[src/sv/assert_macros.svh]
// ----------------------------------------------------------------------------
// Assertion macros
// Shared concurrent assertion shorthands for the graphics register block.
// ----------------------------------------------------------------------------
`ifndef ASSERT_MACROS_SVH
`define ASSERT_MACROS_SVH

// Antecedent implies consequent in the same cycle.
`define ASSERT_IMPLIES(lbl, clk, rst_n, ante, cons) \
	lbl: assert property (@(posedge clk) disable iff (!rst_n) (ante) |-> (cons)) \
		else $error("implication check failed");

// Condition holds in every cycle out of reset.
`define ASSERT_ALWAYS(lbl, clk, rst_n, cond) \
	lbl: assert property (@(posedge clk) disable iff (!rst_n) (cond)) \
		else $error("invariant check failed");

`endif

[src/sv/gcr_pkg.sv]
// ----------------------------------------------------------------------------
// Graphics control register package
// Request codes, register addresses, interrupt numbers and the decode struct.
// ----------------------------------------------------------------------------
package gcr_pkg;

	localparam int FILL_MAX = 2;
	localparam int SCR_MAX  = 2;

	// Request codes.
	localparam logic [2:0] MODE_READ      = 3'd0;
	localparam logic [2:0] MODE_WRITE     = 3'd1;
	localparam logic [2:0] MODE_FILL_DONE = 3'd2;
	localparam logic [2:0] MODE_XFER_DONE = 3'd3;
	localparam logic [2:0] MODE_LIST_DONE = 3'd4;

	// Word selection inside a fill unit.
	localparam logic [1:0] FILL_REG_BEGIN   = 2'd0;
	localparam logic [1:0] FILL_REG_END     = 2'd1;
	localparam logic [1:0] FILL_REG_PATTERN = 2'd2;
	localparam logic [1:0] FILL_REG_CTRL    = 2'd3;

	// Screen descriptor offsets.
	localparam logic [7:0] SCR_LEFT_A  = 8'h68;
	localparam logic [7:0] SCR_LEFT_B  = 8'h6C;
	localparam logic [7:0] SCR_FORMAT  = 8'h70;
	localparam logic [7:0] SCR_SELECT  = 8'h78;
	localparam logic [7:0] SCR_RIGHT_A = 8'h94;
	localparam logic [7:0] SCR_RIGHT_B = 8'h98;

	// Transfer and command-list addresses.
	localparam logic [12:0] ADDR_XFER_SRC    = 13'h0C00;
	localparam logic [12:0] ADDR_XFER_DST    = 13'h0C04;
	localparam logic [12:0] ADDR_XFER_FLAGS  = 13'h0C10;
	localparam logic [12:0] ADDR_XFER_CTRL   = 13'h0C18;
	localparam logic [12:0] ADDR_XFER_LEN    = 13'h0C20;
	localparam logic [12:0] ADDR_XFER_IN     = 13'h0C24;
	localparam logic [12:0] ADDR_XFER_OUT    = 13'h0C28;
	localparam logic [12:0] ADDR_LIST_COUNT  = 13'h18E0;
	localparam logic [12:0] ADDR_LIST_ADDR   = 13'h18E8;
	localparam logic [12:0] ADDR_LIST_CTRL   = 13'h18F0;

	// Interrupt numbers.
	localparam logic [5:0] IRQ_FILL_BASE = 6'd40;
	localparam logic [5:0] IRQ_TRANSFER  = 6'd44;

	// Decoded strobes for one request.
	typedef struct packed {
		logic [FILL_MAX-1:0] fill_wr_begin;
		logic [FILL_MAX-1:0] fill_wr_end;
		logic [FILL_MAX-1:0] fill_wr_pattern;
		logic [FILL_MAX-1:0] fill_wr_ctrl;
		logic [FILL_MAX-1:0] fill_rd_status;
		logic [FILL_MAX-1:0] fill_done;
		logic [SCR_MAX-1:0]  scr_wr_left_a;
		logic [SCR_MAX-1:0]  scr_wr_left_b;
		logic [SCR_MAX-1:0]  scr_wr_right_a;
		logic [SCR_MAX-1:0]  scr_wr_right_b;
		logic [SCR_MAX-1:0]  scr_wr_format;
		logic [SCR_MAX-1:0]  scr_wr_select;
		logic [SCR_MAX-1:0]  scr_rd_left_a;
		logic [SCR_MAX-1:0]  scr_rd_left_b;
		logic [SCR_MAX-1:0]  scr_rd_right_a;
		logic [SCR_MAX-1:0]  scr_rd_right_b;
		logic [SCR_MAX-1:0]  scr_rd_select;
		logic                xfer_wr_src;
		logic                xfer_wr_dst;
		logic                xfer_wr_flags;
		logic                xfer_wr_ctrl;
		logic                xfer_wr_len;
		logic                xfer_wr_in;
		logic                xfer_wr_out;
		logic                xfer_rd_status;
		logic                xfer_done;
		logic                list_wr_count;
		logic                list_wr_addr;
		logic                list_wr_ctrl;
		logic                list_rd_status;
		logic                list_done;
	} gcr_dec_t;

endpackage

[src/sv/gcr_decode.sv]
// ----------------------------------------------------------------------------
// Graphics control register address decoder
// Turns one registered request into one-hot read and write strobes.
// ----------------------------------------------------------------------------
module gcr_decode
	import gcr_pkg::*;
#(
	parameter int FILL_UNITS = 2,
	parameter int SCREENS    = 2
) (
	input  logic        valid,
	input  logic [2:0]  mode,
	input  logic [12:0] address,
	input  logic        unit_index,
	output gcr_dec_t    dec
);

	logic is_rd;
	logic is_wr;
	logic fill_hit;
	logic scr_hit;

	assign is_rd    = valid && (mode == MODE_READ);
	assign is_wr    = valid && (mode == MODE_WRITE);
	// Fill units sit at 0x10 to 0x2F, sixteen bytes each.
	assign fill_hit = (address[12:6] == 7'd0) && (address[5] != address[4]);
	// Screen descriptors sit at 0x400 to 0x5FF, one page each.
	assign scr_hit  = (address[12:9] == 4'b0010);

	// Strobe generation.
	always_comb begin
		dec = '0;
		for (int u = 0; u < FILL_MAX; u++) begin
			if (u < FILL_UNITS && fill_hit && address[5] == u[0]) begin
				case (address[3:2])
					FILL_REG_BEGIN:   dec.fill_wr_begin[u]   = is_wr;
					FILL_REG_END:     dec.fill_wr_end[u]     = is_wr;
					FILL_REG_PATTERN: dec.fill_wr_pattern[u] = is_wr;
					FILL_REG_CTRL: begin
						dec.fill_wr_ctrl[u]   = is_wr;
						dec.fill_rd_status[u] = is_rd;
					end
					default: ;
				endcase
			end
			if (u < FILL_UNITS && unit_index == u[0])
				dec.fill_done[u] = valid && (mode == MODE_FILL_DONE);
		end
		for (int s = 0; s < SCR_MAX; s++) begin
			if (s < SCREENS && scr_hit && address[8] == s[0]) begin
				case (address[7:0])
					SCR_LEFT_A: begin
						dec.scr_wr_left_a[s] = is_wr;
						dec.scr_rd_left_a[s] = is_rd;
					end
					SCR_LEFT_B: begin
						dec.scr_wr_left_b[s] = is_wr;
						dec.scr_rd_left_b[s] = is_rd;
					end
					SCR_FORMAT: dec.scr_wr_format[s] = is_wr;
					SCR_SELECT: begin
						dec.scr_wr_select[s] = is_wr;
						dec.scr_rd_select[s] = is_rd;
					end
					SCR_RIGHT_A: begin
						dec.scr_wr_right_a[s] = is_wr;
						dec.scr_rd_right_a[s] = is_rd;
					end
					SCR_RIGHT_B: begin
						dec.scr_wr_right_b[s] = is_wr;
						dec.scr_rd_right_b[s] = is_rd;
					end
					default: ;
				endcase
			end
		end
		if (!fill_hit && !scr_hit) begin
			case (address)
				ADDR_XFER_SRC:   dec.xfer_wr_src   = is_wr;
				ADDR_XFER_DST:   dec.xfer_wr_dst   = is_wr;
				ADDR_XFER_FLAGS: dec.xfer_wr_flags = is_wr;
				ADDR_XFER_CTRL: begin
					dec.xfer_wr_ctrl   = is_wr;
					dec.xfer_rd_status = is_rd;
				end
				ADDR_XFER_LEN:   dec.xfer_wr_len   = is_wr;
				ADDR_XFER_IN:    dec.xfer_wr_in    = is_wr;
				ADDR_XFER_OUT:   dec.xfer_wr_out   = is_wr;
				ADDR_LIST_COUNT: dec.list_wr_count = is_wr;
				ADDR_LIST_ADDR:  dec.list_wr_addr  = is_wr;
				ADDR_LIST_CTRL: begin
					dec.list_wr_ctrl   = is_wr;
					dec.list_rd_status = is_rd;
				end
				default: ;
			endcase
		end
		dec.xfer_done = valid && (mode == MODE_XFER_DONE);
		dec.list_done = valid && (mode == MODE_LIST_DONE);
	end

endmodule

[src/sv/graphics_control_register_block.sv]
// ----------------------------------------------------------------------------
// Graphics control register block: one request per cycle, busy stays low.
// Requests pass through the request register, then the result register with done.
// The result strobe lasts one cycle and cannot be held off by the receiver.
// Asynchronous active-low reset clears the register state and status bits, not the request payload.
// ----------------------------------------------------------------------------
module graphics_control_register_block
	import gcr_pkg::*;
#(
	parameter int FILL_UNITS = 2,
	parameter int SCREENS    = 2
) (
	input  logic        clk,
	input  logic        arst_n,
	input  logic        start,
	output logic        busy,
	input  logic [2:0]  mode,
	input  logic [12:0] address,
	input  logic [31:0] write_data,
	input  logic        unit_index,
	output logic        done,
	output logic [31:0] read_data,
	output logic        fill_start,
	output logic        fill_start_index,
	output logic        transfer_start,
	output logic        command_start,
	output logic        irq_valid,
	output logic [5:0]  irq_line
);

	`include "assert_macros.svh"

	// Request register.
	logic        valid_s1;
	logic [2:0]  mode_s1;
	logic [12:0] address_s1;
	logic [31:0] data_s1;
	logic        unit_s1;

	// Register state.
	logic [31:0] scr_left_a_q  [SCREENS];
	logic [31:0] scr_left_b_q  [SCREENS];
	logic [31:0] scr_right_a_q [SCREENS];
	logic [31:0] scr_right_b_q [SCREENS];
	logic [2:0]  scr_format_q  [SCREENS];
	logic        scr_select_q  [SCREENS];
	logic [31:0] fill_begin_q   [FILL_UNITS];
	logic [31:0] fill_end_q     [FILL_UNITS];
	logic [31:0] fill_pattern_q [FILL_UNITS];
	logic [1:0]  fill_size_q    [FILL_UNITS];
	logic        fill_busy_q    [FILL_UNITS];
	logic        fill_finished_q[FILL_UNITS];
	logic [31:0] xfer_src_q;
	logic [31:0] xfer_dst_q;
	logic [31:0] xfer_flags_q;
	logic [31:0] xfer_len_q;
	logic [19:0] xfer_in_width_q;
	logic [19:0] xfer_in_gap_q;
	logic [19:0] xfer_out_width_q;
	logic [19:0] xfer_out_gap_q;
	logic        xfer_busy_q;
	logic        xfer_finished_q;
	logic [31:0] list_count_q;
	logic [31:0] list_addr_q;
	logic        list_busy_q;

	// Result register.
	logic        done_q;
	logic [31:0] read_data_q;
	logic        fill_start_q;
	logic        fill_start_index_q;
	logic        transfer_start_q;
	logic        command_start_q;
	logic        irq_valid_q;
	logic [5:0]  irq_line_q;

	gcr_dec_t    dec;
	logic [31:0] rd_mux;
	logic        fill_go;
	logic        xfer_go;
	logic        list_go;
	logic        fill_irq;

	// The block never stalls a request.
	assign busy = 1'b0;

	// Capture the request.
	always_ff @(posedge clk or negedge arst_n) begin
		if (!arst_n) begin
			valid_s1 <= 1'b0;
		end else begin
			valid_s1 <= start && !busy;
		end
	end

	always_ff @(posedge clk) begin
		if (start && !busy) begin
			mode_s1    <= mode;
			address_s1 <= address;
			data_s1    <= write_data;
			unit_s1    <= unit_index;
		end
	end

	gcr_decode #(
		.FILL_UNITS (FILL_UNITS),
		.SCREENS    (SCREENS)
	) u_decode (
		.valid      (valid_s1),
		.mode       (mode_s1),
		.address    (address_s1),
		.unit_index (unit_s1),
		.dec        (dec)
	);

	// Start pulses and interrupt sources.
	assign fill_go  = (|dec.fill_wr_ctrl) && data_s1[0];
	assign xfer_go  = dec.xfer_wr_ctrl && data_s1[0];
	assign list_go  = dec.list_wr_ctrl && data_s1[0];
	assign fill_irq = |dec.fill_done;

	// Read data: the read strobes are one-hot, so the sources are ORed.
	always_comb begin
		rd_mux = '0;
		for (int u = 0; u < FILL_UNITS; u++) begin
			if (dec.fill_rd_status[u])
				rd_mux = rd_mux | {30'd0, fill_finished_q[u], fill_busy_q[u]};
		end
		for (int s = 0; s < SCREENS; s++) begin
			if (dec.scr_rd_left_a[s])  rd_mux = rd_mux | scr_left_a_q[s];
			if (dec.scr_rd_left_b[s])  rd_mux = rd_mux | scr_left_b_q[s];
			if (dec.scr_rd_right_a[s]) rd_mux = rd_mux | scr_right_a_q[s];
			if (dec.scr_rd_right_b[s]) rd_mux = rd_mux | scr_right_b_q[s];
			if (dec.scr_rd_select[s])  rd_mux = rd_mux | {31'd0, scr_select_q[s]};
		end
		if (dec.xfer_rd_status)
			rd_mux = rd_mux | {23'd0, xfer_finished_q, 7'd0, xfer_busy_q};
		if (dec.list_rd_status)
			rd_mux = rd_mux | {31'd0, list_busy_q};
	end

	// Screen descriptors.
	always_ff @(posedge clk or negedge arst_n) begin
		if (!arst_n) begin
			for (int s = 0; s < SCREENS; s++) begin
				scr_left_a_q[s]  <= '0;
				scr_left_b_q[s]  <= '0;
				scr_right_a_q[s] <= '0;
				scr_right_b_q[s] <= '0;
				scr_format_q[s]  <= '0;
				scr_select_q[s]  <= 1'b0;
			end
		end else begin
			for (int s = 0; s < SCREENS; s++) begin
				if (dec.scr_wr_left_a[s])  scr_left_a_q[s]  <= data_s1;
				if (dec.scr_wr_left_b[s])  scr_left_b_q[s]  <= data_s1;
				if (dec.scr_wr_right_a[s]) scr_right_a_q[s] <= data_s1;
				if (dec.scr_wr_right_b[s]) scr_right_b_q[s] <= data_s1;
				if (dec.scr_wr_format[s])  scr_format_q[s]  <= data_s1[2:0];
				if (dec.scr_wr_select[s])  scr_select_q[s]  <= data_s1[0];
			end
		end
	end

	// Fill units: settings, busy and finished.
	always_ff @(posedge clk or negedge arst_n) begin
		if (!arst_n) begin
			for (int u = 0; u < FILL_UNITS; u++) begin
				fill_begin_q[u]    <= '0;
				fill_end_q[u]      <= '0;
				fill_pattern_q[u]  <= '0;
				fill_size_q[u]     <= '0;
				fill_busy_q[u]     <= 1'b0;
				fill_finished_q[u] <= 1'b0;
			end
		end else begin
			for (int u = 0; u < FILL_UNITS; u++) begin
				if (dec.fill_wr_begin[u])   fill_begin_q[u]   <= {data_s1[28:0], 3'd0};
				if (dec.fill_wr_end[u])     fill_end_q[u]     <= {data_s1[28:0], 3'd0};
				if (dec.fill_wr_pattern[u]) fill_pattern_q[u] <= data_s1;
				if (dec.fill_wr_ctrl[u]) begin
					fill_finished_q[u] <= 1'b0;
					fill_size_q[u]     <= data_s1[9:8];
					if (data_s1[0])
						fill_busy_q[u] <= 1'b1;
				end
				if (dec.fill_done[u]) begin
					fill_busy_q[u]     <= 1'b0;
					fill_finished_q[u] <= 1'b1;
				end
			end
		end
	end

	// Transfer DMA and command-list settings.
	always_ff @(posedge clk or negedge arst_n) begin
		if (!arst_n) begin
			xfer_src_q       <= '0;
			xfer_dst_q       <= '0;
			xfer_flags_q     <= '0;
			xfer_len_q       <= '0;
			xfer_in_width_q  <= '0;
			xfer_in_gap_q    <= '0;
			xfer_out_width_q <= '0;
			xfer_out_gap_q   <= '0;
			xfer_busy_q      <= 1'b0;
			xfer_finished_q  <= 1'b0;
			list_count_q     <= '0;
			list_addr_q      <= '0;
			list_busy_q      <= 1'b0;
		end else begin
			if (dec.xfer_wr_src)   xfer_src_q   <= {data_s1[28:0], 3'd0};
			if (dec.xfer_wr_dst)   xfer_dst_q   <= {data_s1[28:0], 3'd0};
			if (dec.xfer_wr_flags) xfer_flags_q <= data_s1;
			if (dec.xfer_wr_len)   xfer_len_q   <= data_s1;
			if (dec.xfer_wr_in) begin
				xfer_in_width_q <= {data_s1[15:0], 4'd0};
				xfer_in_gap_q   <= {data_s1[31:16], 4'd0};
			end
			if (dec.xfer_wr_out) begin
				xfer_out_width_q <= {data_s1[15:0], 4'd0};
				xfer_out_gap_q   <= {data_s1[31:16], 4'd0};
			end
			if (xfer_go) begin
				xfer_busy_q     <= 1'b1;
				xfer_finished_q <= 1'b0;
			end
			if (dec.xfer_done) begin
				xfer_busy_q     <= 1'b0;
				xfer_finished_q <= 1'b1;
			end
			if (dec.list_wr_count) list_count_q <= {data_s1[30:0], 1'b0};
			if (dec.list_wr_addr)  list_addr_q  <= {data_s1[28:0], 3'd0};
			if (list_go)           list_busy_q  <= 1'b1;
			if (dec.list_done)     list_busy_q  <= 1'b0;
		end
	end

	// Result register: one strobed result per request.
	always_ff @(posedge clk or negedge arst_n) begin
		if (!arst_n) begin
			done_q             <= 1'b0;
			read_data_q        <= '0;
			fill_start_q       <= 1'b0;
			fill_start_index_q <= 1'b0;
			transfer_start_q   <= 1'b0;
			command_start_q    <= 1'b0;
			irq_valid_q        <= 1'b0;
			irq_line_q         <= '0;
		end else begin
			done_q             <= valid_s1;
			read_data_q        <= rd_mux;
			fill_start_q       <= fill_go;
			fill_start_index_q <= fill_go && dec.fill_wr_ctrl[FILL_MAX-1];
			transfer_start_q   <= xfer_go;
			command_start_q    <= list_go;
			irq_valid_q        <= fill_irq || dec.xfer_done;
			if (dec.xfer_done)
				irq_line_q <= IRQ_TRANSFER;
			else if (fill_irq)
				irq_line_q <= IRQ_FILL_BASE + {5'd0, dec.fill_done[FILL_MAX-1]};
			else
				irq_line_q <= '0;
		end
	end

	assign done             = done_q;
	assign read_data        = read_data_q;
	assign fill_start       = fill_start_q;
	assign fill_start_index = fill_start_index_q;
	assign transfer_start   = transfer_start_q;
	assign command_start    = command_start_q;
	assign irq_valid        = irq_valid_q;
	assign irq_line         = irq_line_q;

	// A request causes at most one start pulse or interrupt.
	`ASSERT_ALWAYS(a_one_event, clk, arst_n,
		$onehot0({fill_start, transfer_start, command_start, irq_valid}))
	// Side effects only appear with the result strobe.
	`ASSERT_IMPLIES(a_event_done, clk, arst_n,
		fill_start || transfer_start || command_start || irq_valid || read_data != '0, done)
	// A transfer start leaves the transfer marked busy.
	`ASSERT_IMPLIES(a_xfer_busy, clk, arst_n, transfer_start, xfer_busy_q && !xfer_finished_q)
	// Interrupt numbers are confined to the fill and transfer lines.
	`ASSERT_IMPLIES(a_irq_line, clk, arst_n, irq_valid,
		irq_line == IRQ_TRANSFER || irq_line == IRQ_FILL_BASE || irq_line == IRQ_FILL_BASE + 6'd1)

endmodule

[config.mk]
export PLATFORM = sky130hd
export DESIGN_NAME = graphics_control_register_block
export DESIGN_NICKNAME = d
export VERILOG_FILES = /design/src/sv/gcr_pkg.sv /design/src/sv/gcr_decode.sv /design/src/sv/graphics_control_register_block.sv
export VERILOG_INCLUDE_DIRS = /design/src /design/src/sv
export SDC_FILE = /design/constraint.sdc
export NUM_CORES = 1
export LEC_CHECK = 0
export ABC_CLOCK_PERIOD_IN_PS = 3000
export BUFFER_PORTS_ARGS = -buffer_cell sky130_fd_sc_hd__buf_2
export CAP_MARGIN = 10
export CORE_MARGIN = 4
export CORE_UTILIZATION = 40
export CTS_CLUSTER_DIAMETER = 200
export CTS_CLUSTER_SIZE = 30
export DETAILED_ROUTE_END_ITERATION = 6
export MAX_ROUTING_LAYER = met4
export SLEW_MARGIN = 20
export SYNTH_ARGS = -nofsm -noshare
export SYNTH_HDL_FRONTEND = slang
export SYNTH_SLANG_ARGS = --single-unit
export TNS_END_PERCENT = 100
[constraint.sdc]
create_clock -name clk -period 3 [get_ports clk]
set_input_delay 0.3 -clock clk [delete_from_list [all_inputs] [get_ports clk]]
set_output_delay 0.3 -clock clk [all_outputs]
set_load 0.03 [all_outputs]
-- After elaboration in Yosys (flattened, before gate mapping)
Index checks and enable logic that the tools add are counted.
- register bits: 359
- output and inout bits: 45
- $add $sub $neg: 1
- equality and inequality tests: 17
- multiplexer cells: 77
- bitwise gates (word level): 15
- reduce and logical (&&, ||, !) cells: 30
- operators by type and width (kind ; count):
    $mux W32 ; 13
    $or A32 B32 Y32 ; 8
    $or A32 B1 Y32 ; 3
    $mux W1 ; 58
    $eq A13 B12 Y1 const B ; 4
    $or A32 B2 Y32 ; 1
    $or A32 B9 Y32 ; 1
    $eq A8 B7 Y1 const B ; 3
    $eq A8 B8 Y1 const B ; 2
    $logic_and A1 B1 Y1 ; 15
    $eq A13 B13 Y1 const B ; 1
    $mux W6 ; 2
    $reduce_bool A2 Y1 ; 6
    $logic_not A7 Y1 ; 1
    $add A6 B1 Y6 const A ; 1
    $eq A3 B2 Y1 const B ; 2
    $mux W2 ; 3
    $mux W5 ; 1
    $eq A4 B2 Y1 const B ; 1
    $reduce_and A2 Y1 ; 2
    $reduce_or A2 Y1 ; 2
    $eq A3 B1 Y1 const B ; 1
    $eq A3 B3 Y1 const B ; 1
    $logic_not A3 Y1 ; 1
    5 further kinds ; 7

-- Depth between registers and ports, before layout
Gate-level depths: netlist (run 1).
- depth in word-level cells: 31
- mapped depth: 8

-- Cells and area by module
A second synthesis (run 1) with hierarchy kept.
- cell total of the unflattened synthesis: 958
- area, all modules: 15304.7 um2
- modules (own cells, without submodules) (module ; times used ; cells each ; area an instance (um2) ; sequential area each (um2)):
    graphics_control_register_block ; 1 ; 861 ; 14732.9 ; 9128.8
    gcr_decode ; 1 ; 97 ; 571.8 ; 0.0

-- Worst setup path after synthesis (run 1)
Ideal clock, no wire load.
- path type: register -> register
- from: register address_s1[5]
- to: register scr_right_a_q[33] (netlist name)
- setup time: 125 ps
- arrival time: 1962 ps
- data required time: 2875 ps
- path slack: 913 ps
- stages on the path, launching flop included: 8
- path buffers: 1
- cell sequence: edfxtp_1 inv_1 ha_1 and3b_1 nand3_1 nor2_4 buf_4 mux2_2
- cells in the longest elaborated chain, start to end: 3
- ends and longest elaborated chain (element ; RTL line ; source):
    from (decl) ; graphics_control_register_block.sv:36 ; logic [12:0] address_s1;
    from (signal assigned) ; graphics_control_register_block.sv:99 ; address_s1 <= address;
    $eq A8 B8 Y1 ; gcr_decode.sv:51 ; case (address[7:0])
    $mux W1 ; gcr_decode.sv:51 ;
    $mux W1 ; gcr_decode.sv:50 ; if (s < SCREENS && scr_hit && address[8] == s[0]) begin
    to (signal, indexed assignment) ; graphics_control_register_block.sv:157 ; if (dec.scr_wr_right_a[s]) scr_right_a_q[s] <= data_s1;
    to (decl) ; graphics_control_register_block.sv:43 ; logic [31:0] scr_right_a_q [SCREENS];
No other way between the ends.
A chain may end at the register's enable or synchronous reset.

-- Final worst setup path (run 1)
- from: register address_s1[5]
- to: register scr_right_a_q[43] (netlist name)
Same word-level chain as after synthesis.

==> results.yml, run 1 <==
setup_path:
  crit_required_ns: 3.40
  crit_path_start_kind: "register"
  worstPathArrival_ns: 2.98
  crit_fanout: 27
  critical_path_buf_inv_count: 2
  worstPathCellList: "inv_1 > ha_1 > and3b_1 > nand3_1 > nor2_4 > buf_12 > mux2_2"
  cpMaxStageDelayCell: "edfxtp_1"
  reg2reg_slack_ns: 0.41
  worst_path_largest_cell_delay_ns: 0.52
  cp_top_family: "simple AND/OR/NAND/NOR gates"
  endpoint_kind: "register"
  path_class: "reg -> reg"
floorplanning:
  fp.dieW_um: 199
  rows: 69
  die_h_um: 199
  die-area_mm2: 0.0395
  io_pins: 97
  fp.coreArea_mm2: 0.0357
  initial_utilization_pct: 40.7
clocking:
  insertion_delay_ns: 0.52
  cts_tree: "yes"
  clock-sinks: 355
  clk_path_buf_depth: 3
  cts_root_buf: "clkbuf_16"
  htreeDepth: 1
  cts_inserted_buffers: 15
  path_clk_slew_ns: 0.11
  ctsResizeCount: 0
power:
  p_leak_nw: 7.89
  p_int_mw: 6.02
  peakVddDrop_mv: 0.357
  netSwitchingPower_mw: 1.72
  powerDensity_mw_per_mm2: 467
  p_seq_share_pct: 65.5
  clockPowerShare_pct: 30.8
  pwr-share-comb_pct: 3.7
  switching_share_pct: 22.2
place:
  dpl.hpwl_mm: 21.1
  port_buffers: 93
  dp_cells: 1490
  globalplace.congestion: 0.818
synth:
  syn_area_mm2: 0.0145
  synth_edf_count: 49
  synthCells: 945
  synth-seq-cells: 355
  async_flop_share_pct: 86.2
  syn_area_per_cell_um2: 15.4
  synth_warnings: 0
  synthFlopType: "dfrtp_1"
  seq_area_frac_synth_pct: 62.8
  yosysUniqueCellTypes: 53
routing:
  dr_total_vias: 8591
  routed_wl_mm: 33.9
  wl_per_cell_um: 21.7
  drtIter0Drc: 621
  antenna_left: 0
  dr.pass1.iters: 5
  vias_per_cell: 5.50
  drc_errors: 0
sta:
  tightest_slew_ns: 0.826
  final.min_clock_period_ns: 2.59
  fin_crit_sh_pct: 86.2
  setup_viol: 0
  max_freq_ghz: 0.387
  hold_violations: 0
  fin_tns_setup_ns: 0
  finClkSkew_ns: 0.0225
  slew_headroom_pct: 44.9
  drv_slew: 0
  rsz0062_at_grt: "no"
global_routing:
  grt.overflow.total: 0
  antenna_found_initial: 0
  grt_use_total_pct: 17.8
  grt_max_degree: 101
  grt_pass1_wl_mm: 53.8
  grt_pass1_vias: 8988
cells_and_area:
  layout_commonest_cell: "dfrtp_1"
  diodes: 0
  nNetsFinal: 1151
  drive_above_1_share_pct: 39.1
  area_growth_pct: 13.8
  final_cells: 1563
  layout_common_cells: "dfrtp_1, mux2_2, buf_2, a22oi_1, dlygate4sd3_1"
job:
  max_cap_violations: 0
status:
  status: "finished, final reports clean"
hold_path:
  hold_class: "in -> reg"
layer usage:
| metal | part of all wire (%) | GRT usage [%] |
|---|---|---|
| met5 | 0 | - |
| met4 | 1.2 | 2.71 |
| met2 | 48 | 28.4 |
| met3 | 3.8 | 1.71 |
| met1 | 47 | 25.6 |
metrics by stage:
step	util, %	total power, mW	instance area [um^2]	setup WS, ns	hold slack [ns]
after floorplan	-	5.19	14600	0.913	0.00441
after global placement	43.8	5.41	15600	0.526	0.413
after detailed placement	43.8	5.41	15600	0.450	0.422
after CTS	46.3	7.87	16600	0.414	0.314
after global routing	46.3	8.06	16600	0.271	0.314
final	46.3	7.74	16600	0.413	0.281
sequential cells by signal (all words and copies together) (netlist names):
register	count
scr_right_a_q	64
scr_right_b_q	64
transfer_start	1
command_start	1
irq_line	3
address_s1	13
list_busy_q	1
scr_left_b_q	64
fill_busy_q	2
fill_start_index	1
valid_s1	1
xfer_busy_q	1
done	1
fill_finished_q	2
unit_s1	1
scr_select_q	2
mode_s1	3
read_data	32
xfer_finished_q	1
data_s1	32
scr_left_a_q	64
fill_start	1
final timing paths:
path | depth (start not counted) | from | end
worst max-delay path | 7 | address_s1[5] | scr_right_a_q[43]
worst min-delay path | 1 | start | valid_s1
worst max register to register | 7 | address_s1[5] | scr_right_a_q[43]
worst min register to register | 0 | valid_s1 | done
max in group asynchronous | 3 | arst_n | read_data[28]
min in group asynchronous | 2 | arst_n | scr_right_a_q[46]
logic make-up after synthesis:
group,share of synthesized area [%]
compound gates,7.82
fa+ha+maj,0.258
other cells,0.0258
buf+inv,3.10
mux,20.5
simple gates,5.52
flops,62.8
Yosys cell counts, types with 3 or more instances:
cell      count  area share [%]
nor3_2        4            0.28
a22oi_1      61             3.1
nor2_1       15            0.39
a222oi_1     31             2.1
nor2_4        8            0.62
buf_6        15             1.2
buf_2        16            0.55
nand2_1      12            0.31
nand4_1       4            0.17
edfxtp_1     49              10
mux2_4       10             1.0
inv_1         9            0.23
mux2_2      237              18
nand3_1      38             1.3
nor4_1        3            0.13
buf_4        20             1.0
ha_1          3            0.26
clkbuf_1      5            0.13
nor2_2        3            0.13
and3b_1       3            0.18
o21ai_0       4            0.14
dfrtp_1     306              53
a22o_1       30             1.8
mux2_1       13             1.0
nor3_1        6            0.21
cell type report:
class | instances | area, um^2
Fill cell | 3223 | 19200
Timing Repair Buffer | 188 | 1430
Inverter | 9 | 33.8
Multi-Input combinational cell | 527 | 4980
Clock buffer | 22 | 402
Tap cell | 461 | 577
Clock inverter | 1 | 6.26
Sequential cell | 355 | 9130
what timing repair did:
item                                   in CTS  in global routing
hold buffers                               50                  0
setup buffers                               0                  0
endpoints found under the hold margin     143                  0
power groups by stage:
stage                     registers (mW)  logic, mW  clock network (mW)
after CTS                           5.07      0.297                2.50
final                               5.06      0.286                2.39
after floorplan                     5.11     0.0738                   0
after global routing                5.08      0.324                2.65
after detailed placement            5.16      0.247                   0
after global placement              5.16      0.245                   0
Note: power is estimated with default switching activity, not from simulation.
==> run 2, diff against run 1 <==
--- a/config.mk
+++ b/config.mk
@@ -6,6 +6,7 @@
 export SDC_FILE = /design/constraint.sdc
 export NUM_CORES = 1
 export LEC_CHECK = 0
+export ABC_AREA = 1
 export ABC_CLOCK_PERIOD_IN_PS = 3000
 export BUFFER_PORTS_ARGS = -buffer_cell sky130_fd_sc_hd__buf_2
 export CAP_MARGIN = 10
==> run 2 against run 1 <==
Effect of this change:
- worst setup slack gained 0.24 ns
- global-route usage up 0.88 points
- worst hold slack lost 0.0013 ns
- die area is essentially flat
- synthesized cell count up 72%
- total power increased by 0.39%
- routed wire length increased by 3.8%
- synthesized area is essentially flat
- non-clock buffer count fell by 13
- largest power group unchanged
- highest routed layer unchanged
==> results.yml, run 2 <==
power:
  switching_share_pct: 22.6
  peakVddDrop_mv: 0.417
  powerDensity_mw_per_mm2: 471
  pwr-share-comb_pct: 4.5
  clockPowerShare_pct: 31.3
  netSwitchingPower_mw: 1.75
  p_int_mw: 6.02
  fin_total_pwr_mw: 7.77
  p_seq_share_pct: 64.2
  p_leak_nw: 8.25
sta:
  worst_hold_slack_ns: 0.280
  max_freq_ghz: 0.427
  final.min_clock_period_ns: 2.34
  fin_crit_sh_pct: 78.1
  rsz0062_at_grt: "no"
  finClkSkew_ns: 0.0185
  fin_tns_setup_ns: 0
  setup_viol: 0
  hold_violations: 0
  drv_slew: 0
  slew_headroom_pct: 51.0
  tightest_slew_ns: 0.734
global_routing:
  antenna_found_initial: 0
  grt_use_total_pct: 18.7
  grt_pass1_vias: 10500
  grt_max_degree: 81
  grt_pass1_wl_mm: 57.9
  grt.overflow.total: 0
place:
  globalplace.congestion: 0.841
  port_buffers: 93
  dpl.hpwl_mm: 20.9
  dp_cells: 2129
  postPlaceCellArea_mm2: 0.0156
setup_path:
  path_class: "reg -> reg"
  cpMostUsedCell: "nand2_1"
  crit_path_start_kind: "register"
  endpoint_kind: "register"
  cpMaxStageDelayCell: "edfxtp_1"
  critical_path_buf_inv_count: 3
  worstPathArrival_ns: 2.80
  worst_path_largest_cell_delay_ns: 0.47
  worstPathCellList: "inv_1 > ha_1 > nand2_1 > nor2_1 > nand3_1 > nor2_2 > nand2_1 > inv_2 > buf_12 > nand2_1 > nand2_1 > nor2_1 > nand2_1"
  cp_top_family: "simple AND/OR/NAND/NOR gates"
  crit_required_ns: 3.46
  crit_fanout: 21
routing:
  drtIter0Drc: 908
  dr_total_vias: 10800
  vias_per_cell: 4.90
  dr.pass1.iters: 5
  antenna_left: 0
  wl_per_cell_um: 16.0
  drc_errors: 0
  routed_wl_mm: 35.2
clocking:
  clk_path_buf_depth: 3
  htreeDepth: 1
  clock-sinks: 355
  insertion_delay_ns: 0.52
  cts_tree: "yes"
  path_clk_slew_ns: 0.12
  ctsResizeCount: 0
  cts_root_buf: "clkbuf_16"
  cts_inserted_buffers: 15
floorplanning:
  fp.dieW_um: 199
  initial_utilization_pct: 40.7
  die_h_um: 199
  io_pins: 97
  rows: 69
  fp.coreArea_mm2: 0.0357
  die-area_mm2: 0.0395
synth:
  seq_area_frac_synth_pct: 62.7
  synthFlopType: "dfrtp_1"
  synth_edf_count: 49
  synthCells: 1621
  synth_top_cell_area_share_pct: 52.6
  synth.most_common_cell: "nand2_1"
  synth_common_cells: "nand2_1, dfrtp_1, o21ai_0"
  synth_warnings: 0
  yosysUniqueCellTypes: 34
  syn_area_mm2: 0.0146
  synth_top_cell_by_area: "dfrtp_1"
  syn_area_per_cell_um2: 8.98
  ys_top_cells_by_area: "dfrtp_1, nand2_1, edfxtp_1"
  async_flop_share_pct: 86.2
  synth-seq-cells: 355
cells_and_area:
  drive_above_1_share_pct: 10.2
  nNetsFinal: 1790
  final_cells: 2203
  final_cell_area_mm2: 0.0165
  area_growth_pct: 13.3
  nFillCells: 3504
  diodes: 0
  layout_common_cells: "nand2_1, dfrtp_1, o21ai_0, nor2_1, buf_2"
  layout_commonest_cell: "nand2_1"
hold_path:
  hold_class: "in -> reg"
status:
  status: "finished, final reports clean"
job:
  max_cap_violations: 0
[run 2: changes by cell type after synthesis, moves of 31 or more]
| cell | before | now |
|---|---|---|
| nor2_1 | 15 | 95 |
| inv_1 | 9 | 59 |
| mux2_2 | 237 | 0 |
| o21ai_1 | 0 | 66 |
| a22oi_1 | 61 | 0 |
| clkbuf_1 | 5 | 44 |
| nand2_1 | 12 | 689 |
| a222oi_1 | 31 | 0 |
| o21ai_0 | 4 | 193 |
[run 2: layer usage]
layer | vias to the layer above | global-route usage [%] | share of wire, %
li1 | 5352 | - | -
met5 | - | - | 0
met2 | 214 | 29.7 | 46
met1 | 5206 | 27.2 | 49
met3 | 31 | 1.64 | 3.5
met4 | 0 | 2.56 | 1.2
[run 2: power groups by stage]
stage | sequential (mW) | clock, mW | combinational [mW]
2_1_floorplan | 5.08 | 0 | 0.113
3_3_place_gp | 5.08 | 0 | 0.309
3_5_place_dp | 5.08 | 0 | 0.311
4_1_cts | 4.99 | 2.50 | 0.362
5_1_grt | 5.00 | 2.65 | 0.405
6_report | 4.99 | 2.43 | 0.352
[run 2: kinds of logic after synthesis]
family / synth area share, %
AND/OR/NAND/NOR: 23.3
flip-flops: 62.7
AO/OA/AOI/OAI: 9.18
buffers and inverters: 4.54
adder cells (fa/ha/maj): 0.258
other: 0.0258
[run 2: metrics by stage]
step / utilization, % / setup slack [ns]
floorplan: - / 1.16
global placement: 43.6 / 0.766
detailed placement: 43.6 / 0.670
CTS: 46.2 / 0.648
global route: 46.2 / 0.345
finish: 46.2 / 0.656
[run 2: final timing paths]
| path | depth (start not counted) | slack (ns) | start | endpoint |
|---|---|---|---|---|
| max in group asynchronous | 3 | 1.82 | arst_n | scr_left_a_q[18] |
| min in group asynchronous | 2 | 0.35 | arst_n | scr_left_b_q[7] |
| max reg2reg | 13 | 0.66 | address_s1[5] | read_data[17] |
| max | 13 | 0.66 | address_s1[5] | read_data[17] |
| min | 2 | 0.28 | start | valid_s1 |
| min reg2reg | 0 | 0.44 | valid_s1 | done |
[run 2: what timing repair did]
| item | 4_1_cts | 5_1_grt |
|---|---|---|
| hold endpoints to repair | 121 | 0 |
| setup buffers | 0 | 0 |
| endpoints found under the setup margin | 0 | 0 |
| hold buffers | 50 | 0 |
[run 2: area by class of cell]
| class | count | area, um^2 | share of cell area (%) |
|---|---|---|---|
| clock buffer | 23 | 405 | 2.46 |
| clock inverter | 1 | 6.26 | 0.0379 |
| sequential | 355 | 9130 | 55.3 |
| timing repair buffer | 175 | 1330 | 8.05 |
| tap | 461 | 577 | 3.50 |
| multi-input combinational | 1119 | 4800 | 29.1 |
| inverter | 69 | 259 | 1.57 |
